<file path="src/xphc_pkg.sv">
// xphc_pkg: shared types and constants for the xor prefix hash compare block
// no dependencies

package xphc_pkg;

	localparam int KIND_W     = 2;
	localparam int FIELD_W    = 10;
	localparam int WORD_W     = 32;
	localparam int MAX_HASH_W = 64;
	localparam int EXT_W      = 17;

	localparam int DEF_SEQ_DEPTH    = 1024;
	localparam int DEF_SYMBOL_COUNT = 1024;
	localparam int DEF_HASH_WIDTH   = 32;

	typedef enum logic [KIND_W-1:0] {
		KIND_LOAD     = 2'd0,
		KIND_APPEND_S = 2'd1,
		KIND_APPEND_T = 2'd2,
		KIND_QUERY    = 2'd3
	} kind_t;

	typedef enum logic [3:0] {
		ST_IDLE   = 4'b0001,
		ST_APPEND = 4'b0010,
		ST_QLO    = 4'b0100,
		ST_QCMP   = 4'b1000
	} state_t;

	typedef struct packed {
		logic capture;
		logic rd_lo;
		logic wr_pre;
		logic emit;
		logic answer;
	} cmd_t;

endpackage

</file>
<file path="src/xphc_ctrl.sv">
// xphc_ctrl: request sequencer for the xor prefix hash compare block
// depends on xphc_pkg

module xphc_ctrl (
	input  logic                        clk,
	input  logic                        arst_n,
	input  logic                        start,
	input  logic [xphc_pkg::KIND_W-1:0] kind,
	output logic                        busy,
	output xphc_pkg::cmd_t              cmd
);
	import xphc_pkg::*;

	state_t state_q;
	state_t state_d;

	always_comb begin
		state_d     = state_q;
		cmd         = '0;
		busy        = 1'b1;
		case (state_q)
			ST_IDLE: begin
				busy        = 1'b0;
				cmd.capture = start;
				if (start) begin
					case (kind_t'(kind))
						KIND_LOAD: begin
							cmd.emit = 1'b1;
						end
						KIND_APPEND_S, KIND_APPEND_T: begin
							state_d = ST_APPEND;
						end
						KIND_QUERY: begin
							state_d = ST_QLO;
						end
						default: begin
							state_d = ST_IDLE;
						end
					endcase
				end
			end
			ST_APPEND: begin
				cmd.wr_pre = 1'b1;
				cmd.emit   = 1'b1;
				state_d    = ST_IDLE;
			end
			ST_QLO: begin
				cmd.rd_lo = 1'b1;
				state_d   = ST_QCMP;
			end
			ST_QCMP: begin
				cmd.emit   = 1'b1;
				cmd.answer = 1'b1;
				state_d    = ST_IDLE;
			end
			default: begin
				state_d = ST_IDLE;
			end
		endcase
	end

	always_ff @(posedge clk or negedge arst_n) begin
		if (!arst_n) begin
			state_q <= ST_IDLE;
		end else begin
			state_q <= state_d;
		end
	end

endmodule

</file>
<file path="config.mk">
export PLATFORM = sky130hd
export DESIGN_NAME = xphc_ctrl
export DESIGN_NICKNAME = d
export VERILOG_FILES = /design/src/xphc_pkg.sv /design/src/xphc_ctrl.sv
export SDC_FILE = /design/constraint.sdc
export NUM_CORES = 1
export LEC_CHECK = 0
export BUFFER_PORTS_ARGS = -buffer_cell sky130_fd_sc_hd__buf_2
export CORE_AREA = 2 2 39 41
export CTS_CLUSTER_SIZE = 12
export DETAILED_ROUTE_END_ITERATION = 10
export DIE_AREA = 0 0 41 43
export PLACE_DENSITY = 0.35
export SKIP_CTS_REPAIR_TIMING = 1
export SLEW_MARGIN = 15
export SYNTH_ARGS = -nofsm -noshare
export SYNTH_HDL_FRONTEND = slang
export SYNTH_SLANG_ARGS = --single-unit
</file>
<file path="constraint.sdc">
create_clock -name clk -period 2.4 [get_ports clk]
set_input_delay 0.48 -clock clk [delete_from_list [all_inputs] [get_ports clk]]
set_output_delay 0.48 -clock clk [all_outputs]
set_load 0.005 [all_outputs]
</file>
==> impl_metrics.py, run 1 <==
metrics = {
    "synthesis": {
        "synth_top_family_by_area": "simple AND/OR/NAND/NOR gates",
        "synth_fp_nets": 27,
        "ys_seq_elements": 4,
        "yosys_warnings": 0,
        "synthSimpleGateAreaFrac_pct": 37.56,
        "muxShareOfSynthArea_pct": 0,
        "avgSynthCellArea_sq_um": 12.82,
        "synthAdderAreaFrac_pct": 9.756,
        "syn_area_sq_um": 256.5,
        "netlist-cell-type-count": 13,
        "synthesis.instances": 20,
        "ys_seq_area_share_pct": 39.51,
        "synth-compound-area-share_pct": 8.780,
        "synthXorXnorAreaFrac_pct": 0,
    },
    "worst_setup_path": {
        "cp_top_family": "flip-flops",
        "setup.worst_path.start": "state_q[0]$_DFFE_PN1P_",
        "rr_startpoint": "state_q[0]$_DFFE_PN1P_",
        "r2r_slack_ns": 1.22,
        "slowest_stage": "dfstp_2",
        "r2r-end": "state_q[1]$_DFFE_PN0P_",
        "cp.required_ns": 1.92,
        "start_kind": "flip-flop",
        "cp.arrival_ns": 1.43,
        "crit_buf_inv": 1,
        "crit_chain": "nor4b_4 -> a311o_1 -> buf_2",
        "cp-end-kind": "output port",
        "critPathMaxStageDelay_ns": 0.57,
        "criticalPathCategory": "reg2out",
        "worstPathMaxFanout": 6,
        "ff2ff_path_depth": 2,
    },
    "placed_design": {
        "dpl-instance-area_sq_um": 326.6,
        "dp.cells": 46,
        "detailed_place_hpwl_um": 400.6,
        "routabilityCongestion": 0.6264,
        "portBuffers": 10,
    },
    "timing": {
        "worst_pin_slew_ns": 0.3660,
        "hold_ws_ns": 0.03549,
        "slew_viol_final": 0,
        "finalSetupViolCount": 0,
        "final.setup.tns_ns": 0,
        "maxSlewHeadroom_pct": 75.25,
        "fin_crit_sh_pct": 79.55,
        "finalHoldViolCount": 0,
        "max_freq_mhz": 523.8,
        "fin_crit_ns": 1.909,
        "grt_setup_unrepaired": "no",
        "skew_ns": 0.005759,
    },
    "global_routing": {
        "grt_max_degree": 7,
        "grt_pass1_wl_um": 821,
        "first_global_vias": 207,
        "track_usage_pct": 6.963,
        "antenna_found_initial": 0,
        "gr-total-overflow": 0,
    },
    "floorplanning": {
        "row_count": 14,
        "die_area_sq_um": 1763,
        "die_w_um": 41,
        "die_h_um": 43,
        "io_pins": 11,
        "core_area_sq_um": 1384,
        "start_util_pct": 18.54,
    },
    "layout": {
        "final_util_pct": 25.50,
        "antenna_cells": 0,
        "multi_input_area_sq_um": 143.9,
        "largest_reg_flops": 4,
        "areaGrowthSynthToFinish_pct": 37.56,
        "reg_top3": "state_q (4)",
        "final_area_sq_um": 352.8,
        "regMostFlops": "state_q",
        "finalNonFillerCells": 50,
        "nets": 42,
        "seqCellArea_sq_um": 101.3,
        "fillers": 155,
        "drive_above_1_share_pct": 55.88,
    },
    "drt": {
        "drt-pass1-iter-count": 2,
        "dr_total_vias": 209,
        "routed_wl_um": 472,
        "drc_errors": 0,
        "drtAntennaViolNets": 0,
        "wl_per_cell_um": 9.440,
        "drt-initial-drc-count": 3,
        "viasPerCell": 4.180,
    },
    "job": {
        "maxCapViolations": 0,
    },
    "pwr": {
        "switchingPower_mw": 0.05431,
        "power_leakage_nw": 0.1848,
        "switching_share_pct": 25.28,
        "p_seq_share_pct": 38.6,
        "comb_power_share_pct": 18.9,
        "p_per_area_nw_per_um2": 608.8,
        "p_int_mw": 0.1605,
        "clock_power_share_pct": 42.5,
        "ir_drop_v": 0.0002001,
    },
    "clocking": {
        "h-tree-depth": 1,
        "ctsLongestPathBuffers": 2,
        "clk-insertion-delay-late_ns": 0.23,
        "path_clk_slew_ns": 0.04,
        "cts_root_buffer": "clkbuf_4",
        "numCtsBuffers": 3,
        "clock-sinks": 4,
        "cts_tree": "built",
    },
    "run_status": {
        "status": "complete, no violations",
    },
    "min_path": {
        "hold_path_class": "in2async",
    },
}
worst reg2reg max path, stage by stage, from the launching register on:
cell and delay [ns]:
dfstp_2 0.57, nor4b_4 0.31, and4b_1 0.24
power groups by stage:
stage	sequential (mW)	clock (mW)	combinational, mW
6_report	0.0829	0.0913	0.0406
5_1_grt	0.0842	0.0991	0.0457
4_1_cts	0.0833	0.0947	0.0416
3_5_place_dp	0.0842	0	0.0416
3_3_place_gp	0.0840	0	0.0411
2_1_floorplan	0.0825	0	0.0253
per-stage QoR:
stage                     worst slack, ns  total power, mW
after floorplan                    0.8799           0.1078
after global placement             0.7474           0.1251
after detailed placement           0.7171           0.1258
after CTS                          0.4708           0.2195
after global routing               0.4168           0.2289
final                              0.4908           0.2148
worst max-delay path by stage:
stage / end / slack (ns) / cells past startpoint
CTS: cmd[1] / 0.47 / 3
global placement: cmd[1] / 0.75 / 3
detailed placement: cmd[1] / 0.72 / 3
floorplan: cmd[1] / 0.88 / 2
finish: cmd[1] / 0.49 / 3
global route: cmd[1] / 0.42 / 3
cells in the mapped netlist:
cell | count | area share (%)
dfrtp_1 | 3 | 29
inv_1 | 3 | 4.4
ha_1 | 2 | 9.8
nor4b_1 | 2 | 6.8
nor4b_2 | 2 | 12
a21oi_1 | 1 | 1.9
a311o_1 | 1 | 3.9
and2_2 | 1 | 2.9
and3_2 | 1 | 2.9
and4b_1 | 1 | 3.9
dfstp_2 | 1 | 10
nor4b_4 | 1 | 9.3
o21a_1 | 1 | 2.9
area by class of cell:
type	instances	area share, %
clock buffers	4	7.447
inverters	3	3.191
well taps	16	5.674
repair buffers	10	14.18
flip-flops and latches	4	28.72
multi-input cells	13	40.78
per-layer routing:
metal | track usage [%] | share of wire, %
met1 | 7.190 | 36
met2 | 10.63 | 58
met3 | 2.094 | 5.3
met4 | 6.000 | 0
met5 | 0 | 0
cell families after synthesis:
logic type	count (synthesis)
adders and majority gates	2
AOI/OAI and AO/OA	3
and+or+nand+nor	8
DFF	4
buffers and inverters	3
placed cells by master, fill, tap and decap left out:
| master | n |
|---|---|
| buf_2 | 10 |
| inv_1 | 3 |
| clkbuf_4 | 3 |
| dfrtp_1 | 3 |
| nor4b_1 | 2 |
| nor4b_2 | 2 |
| ha_1 | 2 |
| nor4b_4 | 1 |
| a311o_1 | 1 |
| and2_2 | 1 |
| o21a_1 | 1 |
| a21oi_1 | 1 |
| and3_2 | 1 |
| and4b_1 | 1 |
| clkbuf_1 | 1 |
| dfstp_2 | 1 |
Power figures use the tool's default switching activity.
==> run 2: changes to the inputs <==
--- a/config.mk
+++ b/config.mk
@@ -5,12 +5,13 @@
 export SDC_FILE = /design/constraint.sdc
 export NUM_CORES = 1
 export LEC_CHECK = 0
+export ABC_AREA = 1
 export BUFFER_PORTS_ARGS = -buffer_cell sky130_fd_sc_hd__buf_2
 export CORE_AREA = 2 2 39 41
 export CTS_CLUSTER_SIZE = 12
 export DETAILED_ROUTE_END_ITERATION = 10
 export DIE_AREA = 0 0 41 43
-export PLACE_DENSITY = 0.35
+export PLACE_DENSITY = 0.38
 export SKIP_CTS_REPAIR_TIMING = 1
 export SLEW_MARGIN = 15
 export SYNTH_ARGS = -nofsm -noshare
==> constraint.sdc (replaced) <==
create_clock -name clk -period 1.8 [get_ports clk]
set_input_delay 0.36 -clock clk [delete_from_list [all_inputs] [get_ports clk]]
set_output_delay 0.36 -clock clk [all_outputs]
set_load 0.005 [all_outputs]
==> run 2 against run 1 <==
Area after synthesis grew 15%. Cell count grew 44%. Cell area grew 13%. Clock skew grew 0.0039 ns. Critical path depth grew 2. Via count grew 28%. Clock-buffer cell count is the same. Power grew 97%. Synthesized cell count grew 110%. Largest cell class unchanged.
==> impl_metrics.py, run 2 <==
metrics = {
    "drt": {
        "wl_per_cell_um": 8.014,
        "maxUsedRoutingLayer": "met3",
        "dr_wl_met2_um": 294,
        "drt-initial-drc-count": 3,
        "dr_total_vias": 268,
        "drtAntennaViolNets": 0,
        "drt-pass1-iter-count": 4,
        "m1WireLength_um": 262,
        "met3_length_um": 20,
        "viasPerCell": 3.722,
        "routed_wl_um": 577,
        "drc_errors": 0,
    },
    "synthesis": {
        "synth_most_common_cell": "inv_1",
        "yosys_warnings": 0,
        "synth_fp_nets": 48,
        "synthesis.instances": 41,
        "synth_top_area_cell": "dfrtp_1",
        "yosys-top-cells-count": "inv_1, nand2_1, nand3_1",
        "async_reset_ff_share_pct": 100.0,
        "avgSynthCellArea_sq_um": 7.172,
        "synth_edf_count": 0,
        "syn_area_sq_um": 294.0,
        "ys_seq_elements": 4,
        "yosysTopAreaCellShare_pct": 25.53,
        "ys_seq_area_share_pct": 34.47,
        "netlist-cell-type-count": 12,
        "yosys-top-cells-area": "dfrtp_1, inv_1, dfstp_2",
        "synthFlopType": "dfrtp_1",
    },
    "worst_setup_path": {
        "cp-end-kind": "output port",
        "criticalPathCategory": "reg2out",
        "worstPathMaxFanout": 4,
        "cp.required_ns": 1.44,
        "start_kind": "flip-flop",
        "cp.arrival_ns": 1.24,
        "ff2ff_path_depth": 5,
    },
    "floorplanning": {
        "start_util_pct": 21.25,
        "core_area_sq_um": 1384,
        "io_pins": 11,
        "die_h_um": 43,
        "row_count": 14,
        "die_w_um": 41,
        "die_area_sq_um": 1763,
    },
    "timing": {
        "final.setup.tns_ns": 0,
        "worst_pin_slew_ns": 0.3092,
        "skew_ns": 0.009662,
        "fin_crit_sh_pct": 88.67,
        "maxSlewHeadroom_pct": 79.17,
        "hold_ws_ns": 0.3789,
        "fin_crit_ns": 1.596,
        "max_freq_mhz": 626.5,
        "finalSetupViolCount": 0,
        "slew_viol_final": 0,
        "grt_setup_unrepaired": "no",
        "finalHoldViolCount": 0,
    },
    "clocking": {
        "h-tree-depth": 1,
        "cts_tree": "built",
        "clock-sinks": 4,
        "numCtsBuffers": 3,
        "cts_root_buffer": "clkbuf_4",
        "clk-insertion-delay-late_ns": 0.24,
        "ctsLongestPathBuffers": 2,
        "path_clk_slew_ns": 0.04,
    },
    "global_routing": {
        "first_global_vias": 246,
        "grt_max_degree": 6,
        "grt_pass1_wl_um": 917,
        "track_usage_pct": 8.258,
        "antenna_found_initial": 0,
        "gr-total-overflow": 0,
    },
    "layout": {
        "regMostFlops": "state_q",
        "antenna_cells": 0,
        "reg_top3": "state_q (4)",
        "largest_reg_flops": 4,
        "areaGrowthSynthToFinish_pct": 36.17,
        "final_cell_mix": "inv_1, buf_2, nand2_1",
        "fillers": 159,
        "nets": 64,
        "drive_above_1_share_pct": 35.71,
        "final_common_cell": "inv_1",
    },
    "min_path": {
        "hold_path_class": "in2reg",
        "whs_path_depth": 3,
    },
    "placed_design": {
        "routabilityCongestion": 0.6268,
        "detailed_place_hpwl_um": 479,
        "portBuffers": 10,
    },
    "job": {
        "maxCapViolations": 0,
    },
    "pwr": {
        "p_per_area_nw_per_um2": 1060,
        "ir_drop_v": 0.0002686,
        "power_leakage_nw": 0.2754,
    },
    "run_status": {
        "status": "complete, no violations",
    },
}
run 2: cell types whose count changed in the layout (fill, tap and decap cells not counted), moves of 2 or more:
cell     delta
inv_1      +10
nand2_1     +6
nand2_2     +2
nand3_1     +5
nor2_1      +4
nor2_4      +2
nor4b_1     -2
nor4b_2     -2
run 2: metal layers:
metal  vias to the layer above  GRT usage [%]
met5                         -              0
met4                         0          10.00
met3                         0          1.571
met2                         6          10.63
met1                       114          9.740
li1                        148              -
run 2: final timing paths:
check	slack, ns	start	endpoint
min in group asynchronous	0.46	arst_n	state_q[1]$_DFFE_PN0P_
min	0.38	start	state_q[2]$_DFFE_PN0P_
max reg2reg	0.81	state_q[0]$_DFFE_PN1P_	state_q[0]$_DFFE_PN1P_
min reg2reg	0.56	state_q[0]$_DFFE_PN1P_	state_q[0]$_DFFE_PN1P_
max	0.20	state_q[0]$_DFFE_PN1P_	cmd[1]
max in group asynchronous	1.13	arst_n	state_q[0]$_DFFE_PN1P_
run 2: critical path, stage by stage, from the launching register on:
cell and delay, ns:
dfstp_2 0.54, inv_1 0.07, nor2_4 0.13, nand3_1 0.09, nand3_1 0.07, buf_2 0.11
run 2: logic make-up (layout without fill, tap and decap cells):
group | after synthesis | count (layout) | synth area share (%)
buffers and inverters | 13 | 28 | 16.60
adder cells (fa/ha/maj) | 2 | 2 | 8.509
AO/OA/AOI/OAI | 1 | 1 | 1.700
flip-flops | 4 | 4 | 34.47
AND/OR/NAND/NOR | 21 | 21 | 38.72
run 2: per-stage QoR:
step / power (mW) / setup slack [ns] / util, % / instances / area (sq um)
2_1_floorplan: 0.2492 / 0.5948 / - / 41 / 294.0
3_3_place_gp: 0.3047 / 0.4354 / 26.31 / 67 / 364.1
3_5_place_dp: 0.3040 / 0.4359 / 26.31 / 67 / 364.1
4_1_cts: 0.4335 / 0.1929 / 28.21 / 71 / 390.4
5_1_grt: 0.4665 / 0.1277 / 28.93 / 72 / 400.4
6_report: 0.4242 / 0.2039 / 28.93 / 72 / 400.4
run 2: area by class of cell:
type | instances | area, sq um | area share [%]
Timing Repair Buffer | 11 | 60.06 | 15.00
Tap cell | 16 | 20.02 | 5.000
Clock buffer | 4 | 26.28 | 6.563
Multi-Input combinational cell | 24 | 143.9 | 35.94
Inverter | 13 | 48.80 | 12.19
Sequential cell | 4 | 101.3 | 25.31
run 2: report_power, final:
group / leakage [nW] / switching (mW) / total, mW / internal (mW)
clock network: 0.0150 / 0.0396 / 0.123 / 0.0833
registers: 0.0516 / 0.0193 / 0.135 / 0.116
logic: 0.209 / 0.0967 / 0.166 / 0.0692
